**src/hdl/hrsp_pkg.sv**
```systemverilog
// ----------------------------------------------------------------------------
// HTTP response stream parser package
// Shared types, character codes and limits for the response parser.
// ----------------------------------------------------------------------------
package hrsp_pkg;

    localparam int BODY_LIMIT = 1024;
    localparam int BODY_INDEX_W = ($clog2(BODY_LIMIT + 1) > 16) ? $clog2(BODY_LIMIT + 1) : 16;

    localparam logic [7:0] CH_LF    = 8'h0A;
    localparam logic [7:0] CH_SPACE = 8'h20;
    localparam logic [7:0] CH_COLON = 8'h3A;
    localparam logic [7:0] CH_ZERO  = 8'h30;
    localparam logic [7:0] CH_NINE  = 8'h39;

    localparam logic [3:0]  KEY_LEN    = 4'd14;
    localparam logic [3:0]  KEY_POS_MAX = 4'd15;
    localparam logic [10:0] LINE_MAX   = 11'd2047;
    localparam logic [13:0] STATUS_MAX = 14'd999;
    localparam logic [19:0] VALUE_MAX  = 20'd65535;

    typedef logic [BODY_INDEX_W-1:0] body_index_t;

    typedef enum logic [1:0] {
        PH_STATUS,
        PH_HEADER,
        PH_BODY
    } phase_t;

    typedef enum logic [1:0] {
        ST_WAIT_SPACE,
        ST_CODE,
        ST_DONE
    } status_token_t;

    typedef enum logic [1:0] {
        IV_KEY,
        IV_SPACES,
        IV_DIGITS,
        IV_SKIP
    } in_value_t;

    typedef enum logic [1:0] {
        KIND_BODY,
        KIND_HDR_DONE,
        KIND_STOP
    } kind_t;

    typedef enum logic {
        ACT_BYTE,
        ACT_STOP
    } action_t;

    typedef struct packed {
        kind_t       kind;
        logic [7:0]  body_byte;
        logic        last;
        logic [9:0]  status_code;
        logic [15:0] content_length;
        logic        length_known;
        logic [10:0] body_count;
    } result_t;

    function automatic logic [7:0] key_char(input logic [3:0] pos);
        logic [7:0] c;
        case (pos)
            4'd0:    c = 8'h43;
            4'd1:    c = 8'h6F;
            4'd2:    c = 8'h6E;
            4'd3:    c = 8'h74;
            4'd4:    c = 8'h65;
            4'd5:    c = 8'h6E;
            4'd6:    c = 8'h74;
            4'd7:    c = 8'h2D;
            4'd8:    c = 8'h4C;
            4'd9:    c = 8'h65;
            4'd10:   c = 8'h6E;
            4'd11:   c = 8'h67;
            4'd12:   c = 8'h74;
            4'd13:   c = 8'h68;
            default: c = 8'h00;
        endcase
        return c;
    endfunction

endpackage

```
**src/hdl/http_response_stream_parser_top.sv**
```systemverilog
// ----------------------------------------------------------------------------
// HTTP response stream parser
// Parses a response byte stream into header-done, body-byte and stop results.
// ----------------------------------------------------------------------------
//  Channel  Direction  Handshake            Payload
//  in       input      in_valid / in_stall  action, rx_byte
//  out      output     out_valid/out_stall  kind, body_byte, last, status_code,
//                                           content_length, length_known,
//                                           body_count
//
// Each input transfer is parsed combinationally; a new one is taken every cycle unless in_stall is high.
// A result reaches the output register in the cycle after its input transfer when
// the output is free; under output stall it waits in a skid stage instead.
// Reset returns the parser to the status line and empties both result stages.
// in_stall rises only while the skid stage is full, that is once a second
// result arrives while the output is stalled.
// ----------------------------------------------------------------------------
module http_response_stream_parser_top (
    input  logic        clk,
    input  logic        rst_n,
    input  logic        in_valid,
    output logic        in_stall,
    input  logic        action,
    input  logic [7:0]  rx_byte,
    output logic        out_valid,
    input  logic        out_stall,
    output logic [1:0]  kind,
    output logic [7:0]  body_byte,
    output logic        last,
    output logic [9:0]  status_code,
    output logic [15:0] content_length,
    output logic        length_known,
    output logic [10:0] body_count
);
    import hrsp_pkg::*;

    logic    fire;
    logic    res_valid;
    logic    full;
    result_t res;
    result_t out_data;

    assign in_stall = full;
    assign fire     = in_valid && !full;

    hrsp_core u_core (
        .clk       (clk),
        .rst_n     (rst_n),
        .fire      (fire),
        .action    (action),
        .rx_byte   (rx_byte),
        .res_valid (res_valid),
        .res       (res)
    );

    hrsp_out_buf u_out_buf (
        .clk       (clk),
        .rst_n     (rst_n),
        .res_valid (res_valid),
        .res       (res),
        .full      (full),
        .out_valid (out_valid),
        .out_stall (out_stall),
        .out_data  (out_data)
    );

    assign kind           = out_data.kind;
    assign body_byte      = out_data.body_byte;
    assign last           = out_data.last;
    assign status_code    = out_data.status_code;
    assign content_length = out_data.content_length;
    assign length_known   = out_data.length_known;
    assign body_count     = out_data.body_count;

endmodule

```
**src/hdl/hrsp_core.sv**
```systemverilog
// ----------------------------------------------------------------------------
// HTTP response parser core
// Parser state registers and the combinational next-state and result logic.
// ----------------------------------------------------------------------------
module hrsp_core (
    input  logic             clk,
    input  logic             rst_n,
    input  logic             fire,
    input  logic             action,
    input  logic [7:0]       rx_byte,
    output logic             res_valid,
    output hrsp_pkg::result_t res
);
    import hrsp_pkg::*;

    phase_t        phase_reg, phase_next;
    status_token_t status_token_reg, status_token_next;
    logic [9:0]    status_value_reg, status_value_next;
    logic [10:0]   line_bytes_reg, line_bytes_next;
    logic [3:0]    key_position_reg, key_position_next;
    logic          key_matches_reg, key_matches_next;
    in_value_t     in_value_reg, in_value_next;
    logic [15:0]   value_acc_reg, value_acc_next;
    logic [15:0]   declared_length_reg, declared_length_next;
    logic          has_length_reg, has_length_next;
    body_index_t   body_index_reg, body_index_next;

    logic          is_digit;
    logic [3:0]    digit;
    logic [13:0]   status_prod;
    logic [19:0]   value_prod;
    logic [10:0]   line_inc;
    body_index_t   declared_ext;
    body_index_t   length_step;

    assign is_digit     = (rx_byte >= CH_ZERO) && (rx_byte <= CH_NINE);
    assign digit        = rx_byte[3:0];
    assign status_prod  = 14'(status_value_reg) * 14'd10 + {10'd0, digit};
    assign value_prod   = 20'(value_acc_reg) * 20'd10 + {16'd0, digit};
    assign line_inc     = (line_bytes_reg < LINE_MAX) ? line_bytes_reg + 11'd1 : line_bytes_reg;
    assign declared_ext = BODY_INDEX_W'(declared_length_reg);
    assign length_step  = (body_index_reg < declared_ext) ? body_index_reg + body_index_t'(1)
                                                          : body_index_reg;

    always_ff @(posedge clk or negedge rst_n)
    begin
        if (!rst_n)
        begin
            phase_reg           <= PH_STATUS;
            status_token_reg    <= ST_WAIT_SPACE;
            status_value_reg    <= '0;
            line_bytes_reg      <= '0;
            key_position_reg    <= '0;
            key_matches_reg     <= 1'b1;
            in_value_reg        <= IV_KEY;
            value_acc_reg       <= '0;
            declared_length_reg <= '0;
            has_length_reg      <= 1'b0;
            body_index_reg      <= '0;
        end
        else
        begin
            phase_reg           <= phase_next;
            status_token_reg    <= status_token_next;
            status_value_reg    <= status_value_next;
            line_bytes_reg      <= line_bytes_next;
            key_position_reg    <= key_position_next;
            key_matches_reg     <= key_matches_next;
            in_value_reg        <= in_value_next;
            value_acc_reg       <= value_acc_next;
            declared_length_reg <= declared_length_next;
            has_length_reg      <= has_length_next;
            body_index_reg      <= body_index_next;
        end
    end

    always_comb
    begin
        phase_next           = phase_reg;
        status_token_next    = status_token_reg;
        status_value_next    = status_value_reg;
        line_bytes_next      = line_bytes_reg;
        key_position_next    = key_position_reg;
        key_matches_next     = key_matches_reg;
        in_value_next        = in_value_reg;
        value_acc_next       = value_acc_reg;
        declared_length_next = declared_length_reg;
        has_length_next      = has_length_reg;
        body_index_next      = body_index_reg;
        res_valid            = 1'b0;
        res                  = '0;

        if (fire)
        begin
            if (action == ACT_STOP)
            begin
                if (!has_length_reg)
                begin
                    res_valid       = 1'b1;
                    res.kind        = KIND_STOP;
                    res.body_count  = body_index_reg[10:0];
                    body_index_next = '0;
                end
            end
            else
            begin
                case (phase_reg)
                    PH_STATUS:
                    begin
                        if (rx_byte == CH_LF)
                        begin
                            phase_next        = PH_HEADER;
                            line_bytes_next   = '0;
                            key_position_next = '0;
                            key_matches_next  = 1'b1;
                            in_value_next     = IV_KEY;
                            value_acc_next    = '0;
                        end
                        else if (status_token_reg == ST_WAIT_SPACE)
                        begin
                            if (rx_byte == CH_SPACE)
                            begin
                                status_token_next = ST_CODE;
                            end
                        end
                        else if (status_token_reg == ST_CODE)
                        begin
                            if (is_digit)
                            begin
                                status_value_next = (status_prod > STATUS_MAX) ? 10'd999
                                                                               : status_prod[9:0];
                            end
                            else
                            begin
                                status_token_next = ST_DONE;
                            end
                        end
                    end
                    PH_HEADER:
                    begin
                        line_bytes_next = line_inc;
                        if (rx_byte == CH_LF)
                        begin
                            if (line_inc == 11'd2)
                            begin
                                phase_next         = PH_BODY;
                                body_index_next    = '0;
                                res_valid          = 1'b1;
                                res.kind           = KIND_HDR_DONE;
                                res.status_code    = status_value_reg;
                                res.content_length = declared_length_reg;
                                res.length_known   = has_length_reg;
                            end
                            else if ((in_value_reg != IV_KEY) && key_matches_reg)
                            begin
                                declared_length_next = value_acc_reg;
                                has_length_next      = 1'b1;
                            end
                            line_bytes_next   = '0;
                            key_position_next = '0;
                            key_matches_next  = 1'b1;
                            in_value_next     = IV_KEY;
                            value_acc_next    = '0;
                        end
                        else
                        begin
                            case (in_value_reg)
                                IV_KEY:
                                begin
                                    if (rx_byte == CH_COLON)
                                    begin
                                        if (key_matches_reg && (key_position_reg == KEY_LEN))
                                        begin
                                            in_value_next = IV_SPACES;
                                        end
                                        else
                                        begin
                                            key_matches_next = 1'b0;
                                            in_value_next    = IV_SKIP;
                                        end
                                    end
                                    else
                                    begin
                                        if ((key_position_reg >= KEY_LEN)
                                            || (rx_byte != key_char(key_position_reg)))
                                        begin
                                            key_matches_next = 1'b0;
                                        end
                                        if (key_position_reg < KEY_POS_MAX)
                                        begin
                                            key_position_next = key_position_reg + 4'd1;
                                        end
                                    end
                                end
                                IV_SPACES:
                                begin
                                    if (is_digit)
                                    begin
                                        value_acc_next = {12'd0, digit};
                                        in_value_next  = IV_DIGITS;
                                    end
                                    else if (rx_byte != CH_SPACE)
                                    begin
                                        in_value_next = IV_SKIP;
                                    end
                                end
                                IV_DIGITS:
                                begin
                                    if (is_digit)
                                    begin
                                        value_acc_next = (value_prod > VALUE_MAX) ? 16'hFFFF
                                                                                  : value_prod[15:0];
                                    end
                                    else
                                    begin
                                        in_value_next = IV_SKIP;
                                    end
                                end
                                default:
                                begin
                                    in_value_next = IV_SKIP;
                                end
                            endcase
                        end
                    end
                    default:
                    begin
                        res_valid     = 1'b1;
                        res.kind      = KIND_BODY;
                        res.body_byte = rx_byte;
                        if (has_length_reg)
                        begin
                            body_index_next = length_step;
                            if (length_step == declared_ext)
                            begin
                                res.last        = 1'b1;
                                body_index_next = '0;
                                has_length_next = 1'b0;
                            end
                        end
                        else if (body_index_reg < BODY_INDEX_W'(BODY_LIMIT))
                        begin
                            body_index_next = body_index_reg + body_index_t'(1);
                        end
                    end
                endcase
            end
        end
    end

    a_length_bound: assert property (@(posedge clk) disable iff (!rst_n)
        has_length_reg |-> (body_index_reg <= declared_ext))
        else $error("body index passed the declared length");

    a_limit_bound: assert property (@(posedge clk) disable iff (!rst_n)
        !has_length_reg |-> (body_index_reg <= BODY_INDEX_W'(BODY_LIMIT)))
        else $error("unlengthed body count passed its limit");

endmodule

```
**src/hdl/hrsp_out_buf.sv**
```systemverilog
// ----------------------------------------------------------------------------
// HTTP response parser output buffer
// Output register with skid stage: input continues under stall until it fills.
// ----------------------------------------------------------------------------
module hrsp_out_buf (
    input  logic             clk,
    input  logic             rst_n,
    input  logic             res_valid,
    input  hrsp_pkg::result_t res,
    output logic             full,
    output logic             out_valid,
    input  logic             out_stall,
    output hrsp_pkg::result_t out_data
);
    import hrsp_pkg::*;

    logic    out_valid_reg, out_valid_next;
    logic    skid_valid_reg, skid_valid_next;
    result_t out_data_reg, out_data_next;
    result_t skid_data_reg, skid_data_next;
    logic    out_free;

    assign out_free  = !out_valid_reg || !out_stall;
    assign full      = skid_valid_reg;
    assign out_valid = out_valid_reg;
    assign out_data  = out_data_reg;

    always_comb
    begin
        out_valid_next  = out_valid_reg;
        skid_valid_next = skid_valid_reg;
        out_data_next   = out_data_reg;
        skid_data_next  = skid_data_reg;
        if (out_free)
        begin
            if (skid_valid_reg)
            begin
                out_valid_next  = 1'b1;
                out_data_next   = skid_data_reg;
                skid_valid_next = res_valid;
                skid_data_next  = res;
            end
            else
            begin
                out_valid_next = res_valid;
                out_data_next  = res;
            end
        end
        else if (res_valid)
        begin
            skid_valid_next = 1'b1;
            skid_data_next  = res;
        end
    end

    always_ff @(posedge clk or negedge rst_n)
    begin
        if (!rst_n)
        begin
            out_valid_reg  <= 1'b0;
            skid_valid_reg <= 1'b0;
        end
        else
        begin
            out_valid_reg  <= out_valid_next;
            skid_valid_reg <= skid_valid_next;
        end
    end

    always_ff @(posedge clk)
    begin
        out_data_reg  <= out_data_next;
        skid_data_reg <= skid_data_next;
    end

    a_skid_behind_out: assert property (@(posedge clk) disable iff (!rst_n)
        skid_valid_reg |-> out_valid_reg)
        else $error("skid stage holds a result while the output register is empty");

    a_no_overrun: assert property (@(posedge clk) disable iff (!rst_n)
        res_valid |-> !skid_valid_reg)
        else $error("result arrived while the skid stage was full");

    a_skid_moves_up: assert property (@(posedge clk) disable iff (!rst_n)
        (skid_valid_reg && !out_stall) |=> (out_valid_reg && (out_data_reg == $past(skid_data_reg))))
        else $error("skid result was not moved into the output register");

endmodule
```
**config.mk**
```make
export PLATFORM = sky130hd
export DESIGN_NAME = http_response_stream_parser_top
export DESIGN_NICKNAME = d
export VERILOG_FILES = /design/src/hdl/hrsp_pkg.sv /design/src/hdl/http_response_stream_parser_top.sv /design/src/hdl/hrsp_core.sv /design/src/hdl/hrsp_out_buf.sv
export SDC_FILE = /design/constraint.sdc
export NUM_CORES = 1
export LEC_CHECK = 0
export BUFFER_PORTS_ARGS = -buffer_cell sky130_fd_sc_hd__buf_2
export CAP_MARGIN = 30
export CORE_MARGIN = 2
export CORE_UTILIZATION = 56
export CTS_CLUSTER_DIAMETER = 150
export DETAILED_ROUTE_END_ITERATION = 7
export GPL_TIMING_DRIVEN = 0
export PLACE_DENSITY_LB_ADDON = 0.1
export SLEW_MARGIN = 20
export SYNTH_ARGS = -nofsm -noshare
export SYNTH_HDL_FRONTEND = slang
export SYNTH_SLANG_ARGS = --single-unit
```
**constraint.sdc**
```tcl
create_clock -name clk -period 5.05 [get_ports clk]
set_input_delay 1.01 -clock clk [delete_from_list [all_inputs] [get_ports clk]]
set_output_delay 1.01 -clock clk [all_outputs]
set_load 0.01 [all_outputs]
```
==> flow_summary.toml <==
[setup_path]
cp_common_cell = "ha_1"
crit_fanout = 10
cp-end-kind = "flip-flop"
critPathTopFamily = "simple AND/OR/NAND/NOR gates"
reg2reg_from = "u_core.value_acc_reg[1]"
worst-path-stages = 14
cp_num_buf_inv = 2
path_class = "flip-flop to flip-flop"
cp_slowest_cell = "nor4b_1"
required_ns = 5.36
crit_end = "u_core.value_acc_reg[8]"
crit_chain = "ha_1, ha_1, inv_1, fa_1, nor2b_1, o21ai_0, nor3b_1, nor4b_1, nand4_1, nor4_1, mux2_2, o21a_2, buf_4, a221o_1"
rrSetupSlack_ns = 0.74
worst-endpoint-arrival_ns = 4.63
max_stage_delay_ns = 0.59
reg2reg_depth = 14
r2r_end = "u_core.value_acc_reg[8]"
startpoint = "u_core.value_acc_reg[1]"
timing.critical_path.from_type = "flip-flop"

[routing]
via_per_inst = 5.992
antenna_left = 0
drc = 0
routedWlPerCell_um = 17.74
via_count = 8640
drt_wl_total_mm = 25.59
drt_iter0_markers = 641
drtPass1Iterations = 5

[clocking]
cts_buffers = 17
cts_hold_buf = 0
cts_root_buffer = "clkbuf_16"
ctsResizeCount = 0
htreeDepth = 4
clockBufferDepth = 2
clock_latency_ns = 0.44
post_cts_buffers = 0
cts.sink_count = 181
clkSlewWorstSetupHoldPaths_ns = 0.07
cts_tree = "yes"

[synthesis]
synthDistinctLibCells = 77
syn_inst = 1078
synth_edf_count = 98
synth_seq_cells = 181
synthFlopType = "edfxtp_1"
synthArstFlopShare = 0.4586
post_synth.cell_area_avg_um2 = 10.18
yosys_warnings = 0
synth_top_area_share = 0.2682
yosysMostFrequentCell = "edfxtp_1"
netlist_area_um2 = 10970
synth.largest_area_cell = "edfxtp_1"
synth_seq_area_share = 0.4575
ys_top_cells_by_area = "edfxtp_1 (27%), dfrtp_1 (19%), ha_1 (8.6%), a21o_1 (4.7%), xnor2_1 (3.0%)"
synthesis.nets = 1170
synth_commonest_cells = "edfxtp_1 (98), dfrtp_1 (82), nand2_1 (81)"

[pwr]
p_leak_nw = 5.849
p_total_w = 0.004398
ir_worst_vdd_v = 0.0002632
power.density_nw_per_um2 = 357.4

[placement]
gp_congestion = 0.9130
dp_cells = 1409
port_buffers = 63
dp_slack_ns = 0.7755
dpl-instance-area_um2 = 11720
post-dp-hpwl_mm = 19.13

[finish]
antenna_cells = 0
drive_above_1_share = 0.1138
fin_area_um2 = 12310
finalNonFillerCells = 1442
synthToLayoutAreaGrowth_pct = 12.14
layout.nets = 1256

[timing]
setup_viol = 0
hold_violations = 0
finalCritPeriodShare = 0.8539
final_max_slew_viol_count = 0
worst_slew_pin_slew_ns = 0.9139
setup_tns_ns = 0
fmax_mhz = 231.9
min_period_ns = 4.312
finalWorstSetupSlack_ns = 0.7377
rsz0062_at_grt = "false"
fin_worst_skew_ns = 0.009534
slew_headroom = 0.3861

[floorplanning]
die_y_um = 144.0
num_io_pins = 64
die_w_um = 144.0
rows = 51
initial_core_util = 0.5676
die-area_um2 = 20730
coreArea_um2 = 19330

[run_status]
status = "completed"

[grt]
first_global_vias = 8141
overflow = 0
grt_first_pass_wirelength_mm = 41.32
grt_max_degree = 51
gr-usage-all-layers = 0.2542
antenna_found_initial = 1

[hold_path]
hp-class = "flip-flop to flip-flop"

[run]
cap_viol_max_count = 0
==> where the power goes <==
part           switching, W  leakage [nW]  total (W)  internal (W)
sequential         0.000160          2.05    0.00189       0.00173
combinational      0.000699          3.52    0.00118      0.000486
clock              0.000615         0.279    0.00132      0.000709
==> layout make-up <==
class	instances	area (um2)
Multi-Input combinational cell	802	5590
Inverter	48	180.2
Fill cell	1650	7028
Clock inverter	14	141.4
Buffer	47	205.2
Sequential cell	181	5021
Clock buffer	18	439.2
Tap cell	265	331.6
Timing Repair Buffer	67	397.9
==> tightest hold or removal path, delay by kind of cell, from the launching register on <==
| family | cells | cell delay (ns) |
|---|---|---|
| AND/OR/NAND/NOR | 1 | 0.05 |
| flip-flops | 1 | 0.33 |
| buffers and inverters | 1 | 0.06 |
==> kinds of logic (layout without fill, tap and decap cells) <==
| group | after synthesis | in the layout | synth area share |
|---|---|---|---|
| simple gates | 360 | 360 | 0.1704 |
| flops | 181 | 181 | 0.4575 |
| xor+xnor | 65 | 65 | 0.05188 |
| mux | 12 | 12 | 0.01231 |
| buf+inv | 95 | 194 | 0.03512 |
| compound gates | 286 | 286 | 0.1799 |
| fa+ha+maj | 79 | 79 | 0.09281 |
==> cells in the final DEF (no fill, tap or decap), drive strengths merged, types with 12 or more instances in the layout <==
cell    count
o21ai      64
dfrtp      82
xor2       27
nand3      37
buf        78
nor4       17
a221o      12
nand2      81
xnor2      38
nor2       68
nor3       43
ha         75
nand4      20
inv        56
and2       25
o22ai      12
edfxtp     98
a21o       68
and3       17
clkbuf     54
a21oi      55
==> metrics by stage <==
stage          hold WS [ns]    util
2_1_floorplan        0.4219       -
3_3_place_gp         0.4427  0.6010
3_5_place_dp         0.4557  0.6062
4_1_cts              0.4748  0.6363
5_1_grt              0.5123  0.6365
6_report             0.4727  0.6365
==> worst min path at each step <==
stage                                    start                         end  slack [ns]  cells after the start
floorplan           u_core.status_token_reg[1]  u_core.status_token_reg[1]        0.42                      2
global placement    u_core.status_token_reg[1]  u_core.status_token_reg[1]        0.44                      2
detailed placement  u_core.status_token_reg[1]  u_core.status_token_reg[1]        0.46                      2
CTS                 u_core.status_token_reg[1]  u_core.status_token_reg[1]        0.47                      2
global route        u_core.status_token_reg[1]  u_core.status_token_reg[1]        0.51                      2
finish              u_core.status_token_reg[1]  u_core.status_token_reg[1]        0.47                      2
==> layer usage <==
layer  up-vias  share of wire  routed length, um  global-route usage
met2       239           0.47              12150              0.4093
met5         -        0.00047                 12                   0
met1      4165           0.46              11850              0.3542
li1       4186              -                  -                   -
met3        48          0.042               1083             0.03907
met4         2          0.019                490             0.08411
No activity file was read; power rests on OpenSTA's default activity.
